**src/b64enc_pkg.sv**
```systemverilog
// Shared types and the character lookup for the base64 stream encoder.
// No dependencies.
package b64enc_pkg;

    localparam int SYM_W      = 7;   // bit 6 marks a pad, bits 5:0 hold a sextet
    localparam int CHARS_MAX  = 4;
    localparam int IDX_W      = 2;

    localparam logic [SYM_W-1:0] SYM_PAD    = 7'h40;
    localparam logic [7:0]       ASCII_PAD  = 8'h3d;   // '='

    typedef struct packed {
        logic [7:0] data_byte;
        logic       last_byte;
    } in_item_t;

    typedef struct packed {
        logic [7:0] out_char;
        logic       end_of_output;
    } out_item_t;

    // One accepted byte turns into a job of one to four characters.
    typedef struct packed {
        logic [CHARS_MAX-1:0][SYM_W-1:0] sym;
        logic [IDX_W-1:0]                last_idx;
        logic                            eom;
    } job_t;

    function automatic logic [7:0] sym_to_ascii(input logic [SYM_W-1:0] sym);
        logic [5:0] s;
        logic [7:0] c;
        begin
            s = sym[5:0];
            if (sym[6])
            begin
                c = ASCII_PAD;
            end
            else if (s < 6'd26)
            begin
                c = 8'h41 + {2'b00, s};
            end
            else if (s < 6'd52)
            begin
                c = 8'h61 + {2'b00, s - 6'd26};
            end
            else if (s < 6'd62)
            begin
                c = 8'h30 + {2'b00, s - 6'd52};
            end
            else if (s == 6'd62)
            begin
                c = 8'h2b;   // '+'
            end
            else
            begin
                c = 8'h2f;   // '/'
            end
            return c;
        end
    endfunction

endpackage

```
**src/b64enc_front.sv**
```systemverilog
// Front end: accepts bytes, tracks group position and leftover bits, and
// builds the character job for each byte. Depends on b64enc_pkg.
module b64enc_front
    import b64enc_pkg::*;
(
    input  logic      clk,
    input  logic      rst_n,
    input  logic      push,
    input  in_item_t  in_item,
    input  logic      q_full,
    output logic      q_wr,
    output job_t      q_job
);

    logic [1:0] phase_reg;
    logic [1:0] phase_next;
    logic [3:0] left_reg;
    logic [3:0] left_next;
    logic [7:0] b;
    logic [1:0] ph;
    logic [3:0] lf;

    assign q_wr = push && !q_full;
    assign b    = in_item.data_byte;

    always_comb
    begin
        q_job          = '0;
        q_job.eom      = in_item.last_byte;
        ph             = 2'd0;
        lf             = 4'd0;
        unique case (phase_reg)
            2'd1:
            begin
                q_job.sym[0]   = {1'b0, left_reg[1:0], b[7:4]};
                q_job.last_idx = 2'd0;
                lf             = b[3:0];
                ph             = 2'd2;
            end
            2'd2:
            begin
                q_job.sym[0]   = {1'b0, left_reg, b[7:6]};
                q_job.sym[1]   = {1'b0, b[5:0]};
                q_job.last_idx = 2'd1;
                lf             = 4'd0;
                ph             = 2'd0;
            end
            default:
            begin
                q_job.sym[0]   = {1'b0, b[7:2]};
                q_job.last_idx = 2'd0;
                lf             = {2'b00, b[1:0]};
                ph             = 2'd1;
            end
        endcase

        phase_next = ph;
        left_next  = lf;
        if (in_item.last_byte)
        begin
            // flush leftover bits, then pad to a multiple of four
            if (ph == 2'd1)
            begin
                q_job.sym[1]   = {1'b0, lf[1:0], 4'b0000};
                q_job.sym[2]   = SYM_PAD;
                q_job.sym[3]   = SYM_PAD;
                q_job.last_idx = 2'd3;
            end
            else if (ph == 2'd2)
            begin
                q_job.sym[1]   = {1'b0, lf, 2'b00};
                q_job.sym[2]   = SYM_PAD;
                q_job.last_idx = 2'd2;
            end
            phase_next = 2'd0;
            left_next  = 4'd0;
        end
    end

    always_ff @(posedge clk or negedge rst_n)
    begin
        if (!rst_n)
        begin
            phase_reg <= 2'd0;
            left_reg  <= 4'd0;
        end
        else if (q_wr)
        begin
            phase_reg <= phase_next;
            left_reg  <= left_next;
        end
    end

    a_phase_range: assert property (@(posedge clk) disable iff (!rst_n)
        phase_reg != 2'd3)
        else $error("group phase left its range");

    a_msg_end_clears: assert property (@(posedge clk) disable iff (!rst_n)
        (q_wr && in_item.last_byte) |=> (phase_reg == 2'd0 && left_reg == 4'd0))
        else $error("state not cleared after last byte");

endmodule

```
**src/b64enc_fifo.sv**
```systemverilog
// Job queue between front end and back end.
// Depends on b64enc_pkg.
module b64enc_fifo
    import b64enc_pkg::*;
#(
    parameter int DEPTH = 4
)
(
    input  logic clk,
    input  logic rst_n,
    input  logic wr,
    input  job_t wr_job,
    input  logic rd,
    output job_t rd_job,
    output logic full,
    output logic empty
);

    localparam int AW = (DEPTH > 1) ? $clog2(DEPTH) : 1;
    localparam int CW = $clog2(DEPTH + 1);

    job_t            mem [DEPTH];
    logic [AW-1:0]   wr_ptr_reg;
    logic [AW-1:0]   rd_ptr_reg;
    logic [CW-1:0]   count_reg;
    logic [AW-1:0]   wr_ptr_next;
    logic [AW-1:0]   rd_ptr_next;
    logic [CW-1:0]   count_next;
    logic            do_wr;
    logic            do_rd;

    assign full   = (count_reg == CW'(DEPTH));
    assign empty  = (count_reg == '0);
    assign do_wr  = wr && !full;
    assign do_rd  = rd && !empty;
    assign rd_job = mem[rd_ptr_reg];

    always_comb
    begin
        wr_ptr_next = wr_ptr_reg;
        rd_ptr_next = rd_ptr_reg;
        count_next  = count_reg;
        if (do_wr)
        begin
            wr_ptr_next = (wr_ptr_reg == AW'(DEPTH - 1)) ? '0 : wr_ptr_reg + 1'b1;
        end
        if (do_rd)
        begin
            rd_ptr_next = (rd_ptr_reg == AW'(DEPTH - 1)) ? '0 : rd_ptr_reg + 1'b1;
        end
        if (do_wr && !do_rd)
        begin
            count_next = count_reg + 1'b1;
        end
        else if (do_rd && !do_wr)
        begin
            count_next = count_reg - 1'b1;
        end
    end

    always_ff @(posedge clk or negedge rst_n)
    begin
        if (!rst_n)
        begin
            wr_ptr_reg <= '0;
            rd_ptr_reg <= '0;
            count_reg  <= '0;
        end
        else
        begin
            wr_ptr_reg <= wr_ptr_next;
            rd_ptr_reg <= rd_ptr_next;
            count_reg  <= count_next;
        end
    end

    always_ff @(posedge clk)
    begin
        if (do_wr)
        begin
            mem[wr_ptr_reg] <= wr_job;
        end
    end

    a_count_bound: assert property (@(posedge clk) disable iff (!rst_n)
        count_reg <= CW'(DEPTH))
        else $error("job queue overflow");

    a_count_step: assert property (@(posedge clk) disable iff (!rst_n)
        (do_wr && !do_rd) |=> (count_reg == $past(count_reg) + 1'b1))
        else $error("job queue count lost a write");

endmodule

```
**src/b64enc_back.sv**
```systemverilog
// Back end: walks the head job one character per cycle into the output
// register; it stalls while the output is held. Depends on b64enc_pkg.
module b64enc_back
    import b64enc_pkg::*;
(
    input  logic      clk,
    input  logic      rst_n,
    input  logic      q_empty,
    input  job_t      q_job,
    output logic      q_rd,
    output out_item_t out_item,
    output logic      empty,
    input  logic      pop
);

    logic [IDX_W-1:0] idx_reg;
    logic [IDX_W-1:0] idx_next;
    logic             valid_reg;
    logic             valid_next;
    out_item_t        out_reg;
    out_item_t        out_next;
    logic             emit;
    logic             at_last;

    assign empty    = !valid_reg;
    assign out_item = out_reg;
    assign at_last  = (idx_reg == q_job.last_idx);
    assign emit     = !q_empty && (!valid_reg || pop);
    assign q_rd     = emit && at_last;

    always_comb
    begin
        idx_next   = idx_reg;
        out_next   = out_reg;
        valid_next = valid_reg;
        if (emit)
        begin
            out_next.out_char      = sym_to_ascii(q_job.sym[idx_reg]);
            out_next.end_of_output = q_job.eom && at_last;
            idx_next               = at_last ? '0 : idx_reg + 1'b1;
            valid_next             = 1'b1;
        end
        else if (pop)
        begin
            valid_next = 1'b0;
        end
    end

    always_ff @(posedge clk or negedge rst_n)
    begin
        if (!rst_n)
        begin
            idx_reg   <= '0;
            valid_reg <= 1'b0;
        end
        else
        begin
            idx_reg   <= idx_next;
            valid_reg <= valid_next;
        end
    end

    always_ff @(posedge clk)
    begin
        out_reg <= out_next;
    end

    a_idx_in_job: assert property (@(posedge clk) disable iff (!rst_n)
        !q_empty |-> (idx_reg <= q_job.last_idx))
        else $error("character index ran past its job");

    a_idle_index: assert property (@(posedge clk) disable iff (!rst_n)
        q_empty |-> (idx_reg == '0))
        else $error("character index not rewound");

endmodule

```
**src/base64_stream_encoder_top.sv**
```systemverilog
// Base64 stream encoder, standard alphabet with '=' padding.
// Each byte's job is queued, then its characters pass through the output register.
// Throughput: one character per cycle, set by the single output register, while a
// job waits and the output is free or popped; a byte gives 1 or 2 characters, the
// last byte of a message up to 4. Reset (async, rst_n low) clears group state and queues.
module base64_stream_encoder_top
    import b64enc_pkg::*;
#(
    parameter int QUEUE_DEPTH = 4
)
(
    input  logic      clk,
    input  logic      rst_n,
    input  logic      push,
    output logic      full,
    input  in_item_t  in_item,
    output logic      empty,
    input  logic      pop,
    output out_item_t out_item
);

    logic q_wr;
    logic q_rd;
    logic q_empty;
    job_t wr_job;
    job_t rd_job;

    b64enc_front u_front (
        .clk     (clk),
        .rst_n   (rst_n),
        .push    (push),
        .in_item (in_item),
        .q_full  (full),
        .q_wr    (q_wr),
        .q_job   (wr_job)
    );

    b64enc_fifo #(
        .DEPTH (QUEUE_DEPTH)
    ) u_fifo (
        .clk    (clk),
        .rst_n  (rst_n),
        .wr     (q_wr),
        .wr_job (wr_job),
        .rd     (q_rd),
        .rd_job (rd_job),
        .full   (full),
        .empty  (q_empty)
    );

    b64enc_back u_back (
        .clk      (clk),
        .rst_n    (rst_n),
        .q_empty  (q_empty),
        .q_job    (rd_job),
        .q_rd     (q_rd),
        .out_item (out_item),
        .empty    (empty),
        .pop      (pop)
    );

endmodule
```
**config.mk**
```make
export PLATFORM = sky130hd
export DESIGN_NAME = base64_stream_encoder_top
export DESIGN_NICKNAME = d
export VERILOG_FILES = /design/src/b64enc_pkg.sv /design/src/b64enc_front.sv /design/src/b64enc_fifo.sv /design/src/b64enc_back.sv /design/src/base64_stream_encoder_top.sv
export SDC_FILE = /design/constraint.sdc
export NUM_CORES = 1
export LEC_CHECK = 0
export ABC_CLOCK_PERIOD_IN_PS = 3300
export BUFFER_PORTS_ARGS = -buffer_cell sky130_fd_sc_hd__buf_2
export CAP_MARGIN = 20
export CORE_MARGIN = 8
export CORE_UTILIZATION = 55
export CTS_BUF_LIST = sky130_fd_sc_hd__clkbuf_4
export CTS_CLUSTER_DIAMETER = 150
export DETAILED_ROUTE_END_ITERATION = 8
export PLACE_DENSITY = 0.82
export SYNTH_ARGS = -nofsm -noshare
export SYNTH_HDL_FRONTEND = slang
export SYNTH_SLANG_ARGS = --single-unit
```
**constraint.sdc**
```tcl
create_clock -name clk -period 3.3 [get_ports clk]
set_clock_uncertainty 0.05 [all_clocks]
set_input_delay 0.495 -clock clk [delete_from_list [all_inputs] [get_ports clk]]
set_output_delay 0.495 -clock clk [all_outputs]
set_load 0.1 [all_outputs]
```
# --- Word-level counts from Yosys, hierarchy flattened ---
# Memories as Yosys holds them, arrays and structs flattened.
# Index checks and enable logic that the tools add are counted.
classes:
  add_sub_neg: 10
  multipliers: 0
  div_mod_pow: 0
  n_lt_le_gt_ge: 4
  eq_ne: 9
  shifts: 0
  muxes: 28
  bitwise_logic: 0
  n_reduce_logical: 17
op_table:
  columns: ["cell", "n"]
  rows:
  - ["2-to-1 mux 14 bit", 2]
  - ["2-to-1 mux 8 bit", 3]
  - ["2-to-1 mux 21 bit", 1]
  - ["adder 7 x 6 -> 8 bit (first input constant)", 2]
  - ["case mux 8 bit (2 select lines)", 1]
  - ["binary-select mux 7 bit (select 2 bit)", 1]
  - ["2-to-1 mux 2 bit", 7]
  - ["2-to-1 mux 7 bit", 2]
  - ["less-than comparator 6 bit (second input constant)", 2]
  - ["2-to-1 mux 3 bit", 3]
  - ["equality test 2 bit (second input constant)", 4]
  - ["logical AND 1 bit", 8]
  - ["case mux 4 bit (2 select lines)", 1]
  - ["adder 6 x 6 -> 7 bit (first input constant)", 1]
  - ["adder 2 x 1 -> 2 bit (second input constant)", 3]
  - ["equality test 6 bit (second input constant)", 1]
  - ["less-than comparator 6 x 5 -> 1 bit (second input constant)", 1]
  - ["2-to-1 mux 6 bit", 1]
  - ["subtractor 6 x 5 -> 6 bit (second input constant)", 1]
  - ["subtractor 6 bit (second input constant)", 1]
  - ["zero test 1 bit", 5]
  - ["equality test 2 x 1 -> 1 bit (second input constant)", 2]
  - ["2-to-1 mux 1 bit", 4]
  - ["2-to-1 mux 4 bit", 1]
  - ["9 further kinds", 10]
word_totals:
  reg_bits: 25
  latch_bits: 0
  ram_bits: 120
  mem_bits_ro: 0
  input_bits: 13
  out_inout_bits: 11
  elab_cells: 78
  mem_count: 1
memory_table:
  columns: ["memory", "depth", "width", "rd", "rd_ports_with_merged_regs", "wr", "line", "source"]
  rows:
  - ["u_fifo.mem", 4, 30, 1, 0, 1, "b64enc_fifo.sv:22", "job_t mem [DEPTH];"]

# --- Depth between registers and ports, before layout ---
depth:
  word_depth: 8
  mapped_depth: 13
  ltp_nobuf: 10

# --- By module ---
# Synthesis repeated with hierarchy kept, for this count alone.
hier_totals:
  hier_cells: 408
  area_unflattened_um2: 6861.6
modules_own_cells:
  columns: ["module", "instances", "cells_per_inst", "area_each_um2", "seq_area_each_um2"]
  rows:
  - ["b64enc_fifo", 1, 199, 4908.5, 3898.7]
  - ["b64enc_back", 1, 115, 1236.2, 345.3]
  - ["b64enc_front", 1, 94, 716.9, 150.1]

# --- Least setup slack after synthesis ---
# OpenSTA, ideal clock, no wires.
synth_timing:
  path_type: "register to register"
  startpoint: "reg u_fifo.count_reg[0]"
  endpoint: "reg u_fifo.count_reg[1]"
  setup_ns: 0.125
  arrival_time_ns: 4.289
  required_time_ns: 3.125
  path_slack_ns: -1.163
  path_stages_with_launch: 9
  period_less_slack_ns: 4.463
  path_cell_list: "dfrtp_1 -> nor3b_1 -> nand2b_1 -> inv_1 -> clkbuf_1 -> ha_1 -> inv_1 -> fa_1 -> mux2_2"
synth_between:
  word_cells_on_any_way: 18
synth_lines:
  columns: ["element", "line", "source"]
  rows:
  - ["start, declared", "b64enc_fifo.sv:25", "logic [CW-1:0] count_reg;"]
  - ["start signal, assigned", "b64enc_fifo.sv:73", "count_reg <= count_next;"]
  - ["equality test 3 bit", "b64enc_fifo.sv:32", "assign full = (count_reg == CW'(DEPTH));"]
  - ["named net full", "base64_stream_encoder_top.sv:15", "output logic full,"]
  - ["zero test 1 bit", "b64enc_front.sv:23", "assign q_wr = push && !q_full;"]
  - ["logical AND 1 bit", "b64enc_front.sv:23", null]
  - ["named net q_wr", "base64_stream_encoder_top.sv:22", "logic q_wr;"]
  - ["logical AND 1 bit", "b64enc_fifo.sv:34", "assign do_wr = wr && !full;"]
  - ["logical AND 1 bit", "b64enc_fifo.sv:51", "if (do_wr && !do_rd)"]
  - ["2-to-1 mux 3 bit", "b64enc_fifo.sv:51", null]
  - ["named net u_fifo.count_next[1]", "b64enc_fifo.sv:28", "logic [CW-1:0] count_next;"]
# The timed path passes the listed nets, and every way through them passes these cells. The select of a mux whose other input is x is not followed.
# A chain may end at the register's enable or synchronous reset.

# --- Final worst setup path ---
layout_timing:
  startpoint: "reg u_fifo.rd_ptr_reg[0]"
  endpoint: "reg u_back.out_reg (netlist bit u_back.out_item[5]), data pin"
layout_between:
  elab_chain_cells: 8
  word_cells_on_any_way: 14
layout_lines:
  columns: ["element", "line", "source"]
  rows:
  - ["start, declared", "b64enc_fifo.sv:24", "logic [AW-1:0] rd_ptr_reg;"]
  - ["start signal, assigned", "b64enc_fifo.sv:72", "rd_ptr_reg <= rd_ptr_next;"]
  - ["memory (4 x 30 bit) (*)", null, null]
  - ["binary-select mux 7 bit (select 2 bit) (*)", "b64enc_back.sv:38", "out_next.out_char = sym_to_ascii(q_job.sym[idx_reg]);"]
  - ["2-to-1 mux 7 bit (implied by the code) (*)", "b64enc_back.sv:38", null]
  - ["subtractor 6 bit", "b64enc_pkg.sv:48", "c = 8'h30 + {2'b00, s - 6'd52};"]
  - ["adder 6 x 6 -> 7 bit", "b64enc_pkg.sv:48", null]
  - ["2-to-1 mux 8 bit", "b64enc_pkg.sv:46", "else if (s < 6'd62)"]
  - ["2-to-1 mux 8 bit", "b64enc_pkg.sv:42", "else if (s < 6'd52)"]
  - ["2-to-1 mux 8 bit", "b64enc_pkg.sv:38", "else if (s < 6'd26)"]
  - ["end signal, assigned", "b64enc_back.sv:65", "out_reg <= out_next;"]
  - ["end, declared", "b64enc_back.sv:20", "out_item_t out_reg;"]
# Mark *: on every way between the ends. The rest lies on a longest branch, timed or not. The select of a mux whose other input is x is not followed.

==> metrics.md <==
| Metric | Value |
|---|---|
| Reg2Reg Setup Slack | `0.21 ns` |
| Worst-path clk slew | `0.15 ns` |
| Fmax | `323 MHz` |
| Largest net degree at the start of global routing | `21` |
| Via count | `2776` |
| Total CTS buffers | `9` |
| Port Buf Inserts | `23` |
| Syn-to-layout area delta | `11.1%` |
| Outcome | `completed` |
| Cell count after synthesis | `331` |
| Clk Latency, worst-skew pair | `0.44 ns` |
| Sequential share of the synthesized area | `57.6%` |
| Net count, final | `403` |
| Area of the multi-input gates | `1790 um^2` |
| Synth top area share | `48.7%` |
| Synthesized area | `4500 um^2` |
| Crit-path max FO | `5` |
| Die Area | `11300 um^2` |
| Post-synth net total | `364` |
| H-Tree Depth | `3` |
| Root Buffer | `clkbuf_4` |
| Worst hold path type | `in -> reg` |
| DIE HEIGHT | `106 um` |
| Area of the core | `8090 um^2` |
| Drt first-iter violations | `197` |
| Gr ovfl total | `0` |
| Detailed placement HPWL | `6110 um` |
| Worst Setup Start Kind | `flip-flop` |
| Synth cell types | `56` |
| Global-route usage over all layers | `15.9%` |
| Max Cap Violations | `0` |
| Tcrit/Tclk final | `93.8%` |
| Least-Margin Pin Slew | `0.784 ns` |
| Top_reg_cell synth | `edfxtp_1` |
| Fin Setup TNS | `0 ns` |
| Worst hold-check slack | `0.188 ns` |
| Unrepaired setup endpoints after global routing | `false` |
| Avg Inst Size Synth | `13.6 um^2` |
| Post-synth EDFFs | `73` |
| Dpl cell area | `4800 um^2` |
| Ports | `24` |
| Post-DR wirelength/cell | `17.7 um` |
| Diodes inserted | `0` |
| Initial core utilization | `55.6%` |
| Die W | `106 um` |
| Initial antenna violation count | `0` |
| Final slew viol count | `0` |
| Max clock buf depth | `2` |
| Tmin final | `3.09 ns` |
| Max reg flops | `64` |
| CTS tree | `done` |
| # DRC | `0` |
| Final setup viols | `0` |
| DRT antenna net count | `0` |
| # fillers | `623` |
| Asr flop ratio synth | `18.0%` |
| Via/cell ratio | `5.78` |
| Sequential cell area | `2590 um^2` |
| Dominant cell type by area after synthesis | `edfxtp_1` |
| Total Wirelength | `8500 um` |
| Slew HR | `47.7%` |
| Share of cells above drive strength 1 | `20.5%` |
| Seq cells post-synth | `89` |
| Yosys Warn Count | `0` |
| RePlAce Congestion | `0.944` |
| Most common cell after layout, fill and taps aside | `edfxtp_1` |
| Crit. End Element | `flip-flop` |
| Number of global-route vias before repair | `2848` |
| Most frequent cells in the layout | `edfxtp_1 (73), nand2_1 (30), buf_2 (23)` |
| Synth top area cells | `edfxtp_1 (49%), dfrtp_1 (8.9%), ha_1 (5.3%)` |
| Clk sink count | `89` |
| Row cnt | `33` |
| Worst Path Required | `3.53 ns` |
| First-pass GRT wire length | `14100 um` |
| CP arrival | `3.33 ns` |
| Final Hold Viols | `0` |
| Finished Cell Area | `5000 um^2` |
| Crit Path Category | `reg -> reg` |
| Drt pass-1 iters | `4` |
-- timing repair --
item | 4_1_cts | 5_1_grt
setup buffers | 0 | 1
hold endpoints to repair | 16 | 0
gates resized for setup | 0 | 5
hold buffers | 1 | 0
setup endpoints to repair | 0 | 5
-- cell families after synthesis --
family	share of synthesized area, %
XOR/XNOR	2.53
AO/OA/AOI/OAI	11.2
AND/OR/NAND/NOR	10.4
adder cells (fa/ha/maj)	5.73
multiplexers	9.51
flip-flops	57.6
buffers and inverters	3.08
-- final timing paths --
check,startpoint,endpoint,cells after the start
hold reg to reg,u_front.left_reg[2]$_DFFE_PN0P_,u_front.left_reg[2]$_DFFE_PN0P_,2
max in group asynchronous,rst_n,u_fifo.rd_ptr_reg[0]$_DFFE_PN0P_,2
min in group asynchronous,rst_n,u_fifo.wr_ptr_reg[0]$_DFFE_PN0P_,2
setup reg to reg,u_fifo.rd_ptr_reg[0]$_DFFE_PN0P_,u_back.out_item[5]$_SDFFCE_PP1P_,11
hold / removal,pop,u_back.valid_reg$_DFFE_PN0P_,2
setup / recovery,u_fifo.rd_ptr_reg[0]$_DFFE_PN0P_,u_back.out_item[5]$_SDFFCE_PP1P_,11
-- synth_stat cells (all sizes together) (2+ instances only) --
| library cell | instances |
|---|---|
| edfxtp | 73 |
| nand2 | 30 |
| ha | 19 |
| o21ai | 17 |
| dfrtp | 16 |
| mux2i | 15 |
| inv | 14 |
| mux4 | 10 |
| a22oi | 8 |
| clkbuf | 8 |
| nand3 | 8 |
| nor2 | 8 |
| nor3 | 8 |
| a21oi | 7 |
| and2 | 7 |
| xnor2 | 7 |
| a31oi | 6 |
| buf | 6 |
| xor2 | 6 |
| nor2b | 5 |
| a32o | 4 |
| and3 | 4 |
| nand2b | 4 |
| nand3b | 4 |
| nor3b | 4 |
| a21boi | 3 |
| a221oi | 3 |
| mux2 | 3 |
| or3 | 3 |
| a221o | 2 |
| o21bai | 2 |
| o31ai | 2 |
-- metal layers --
| metal | track usage (%) | share of wire [%] | vias up |
|---|---|---|---|
| met4 | 7.24 | 2.2 | 0 |
| met3 | 3.51 | 5.1 | 17 |
| met2 | 26.0 | 49 | 78 |
| li1 | - | - | 1345 |
| met1 | 19.8 | 44 | 1336 |
| met5 | 0 | 0 | - |
-- stage by stage --
| step | setup WS [ns] | instances | utilization [%] |
|---|---|---|---|
| 2_1_floorplan | 0.104 | 331 | - |
| 3_3_place_gp | 0.255 | 462 | 59.3 |
| 3_5_place_dp | 0.144 | 462 | 59.3 |
| 4_1_cts | 0.106 | 479 | 61.6 |
| 5_1_grt | 0.00460 | 480 | 61.8 |
| 6_report | 0.206 | 480 | 61.8 |
-- cell type report --
class	count	area share (%)
clock buffer	10	1.50
clock inverter	6	1.95
inverter	14	1.05
multi-input combinational	214	35.8
sequential	89	51.9
tap	105	2.63
timing repair buffer	42	5.20
-- critical path, stage by stage, from the launching register on --
cell and delay [ns]:
dfrtp_2 0.46, buf_4 0.18, mux2i_1 0.16, a221oi_4 0.32, and2_2 0.26, inv_1 0.09
ha_1 0.33, nor2b_1 0.18, o31ai_1 0.11, or3_1 0.33, a211o_1 0.30, a31oi_1 0.17
Power is not shown: default switching activity piles up to over one toggle a cycle in this logic, so the estimate is an artifact.
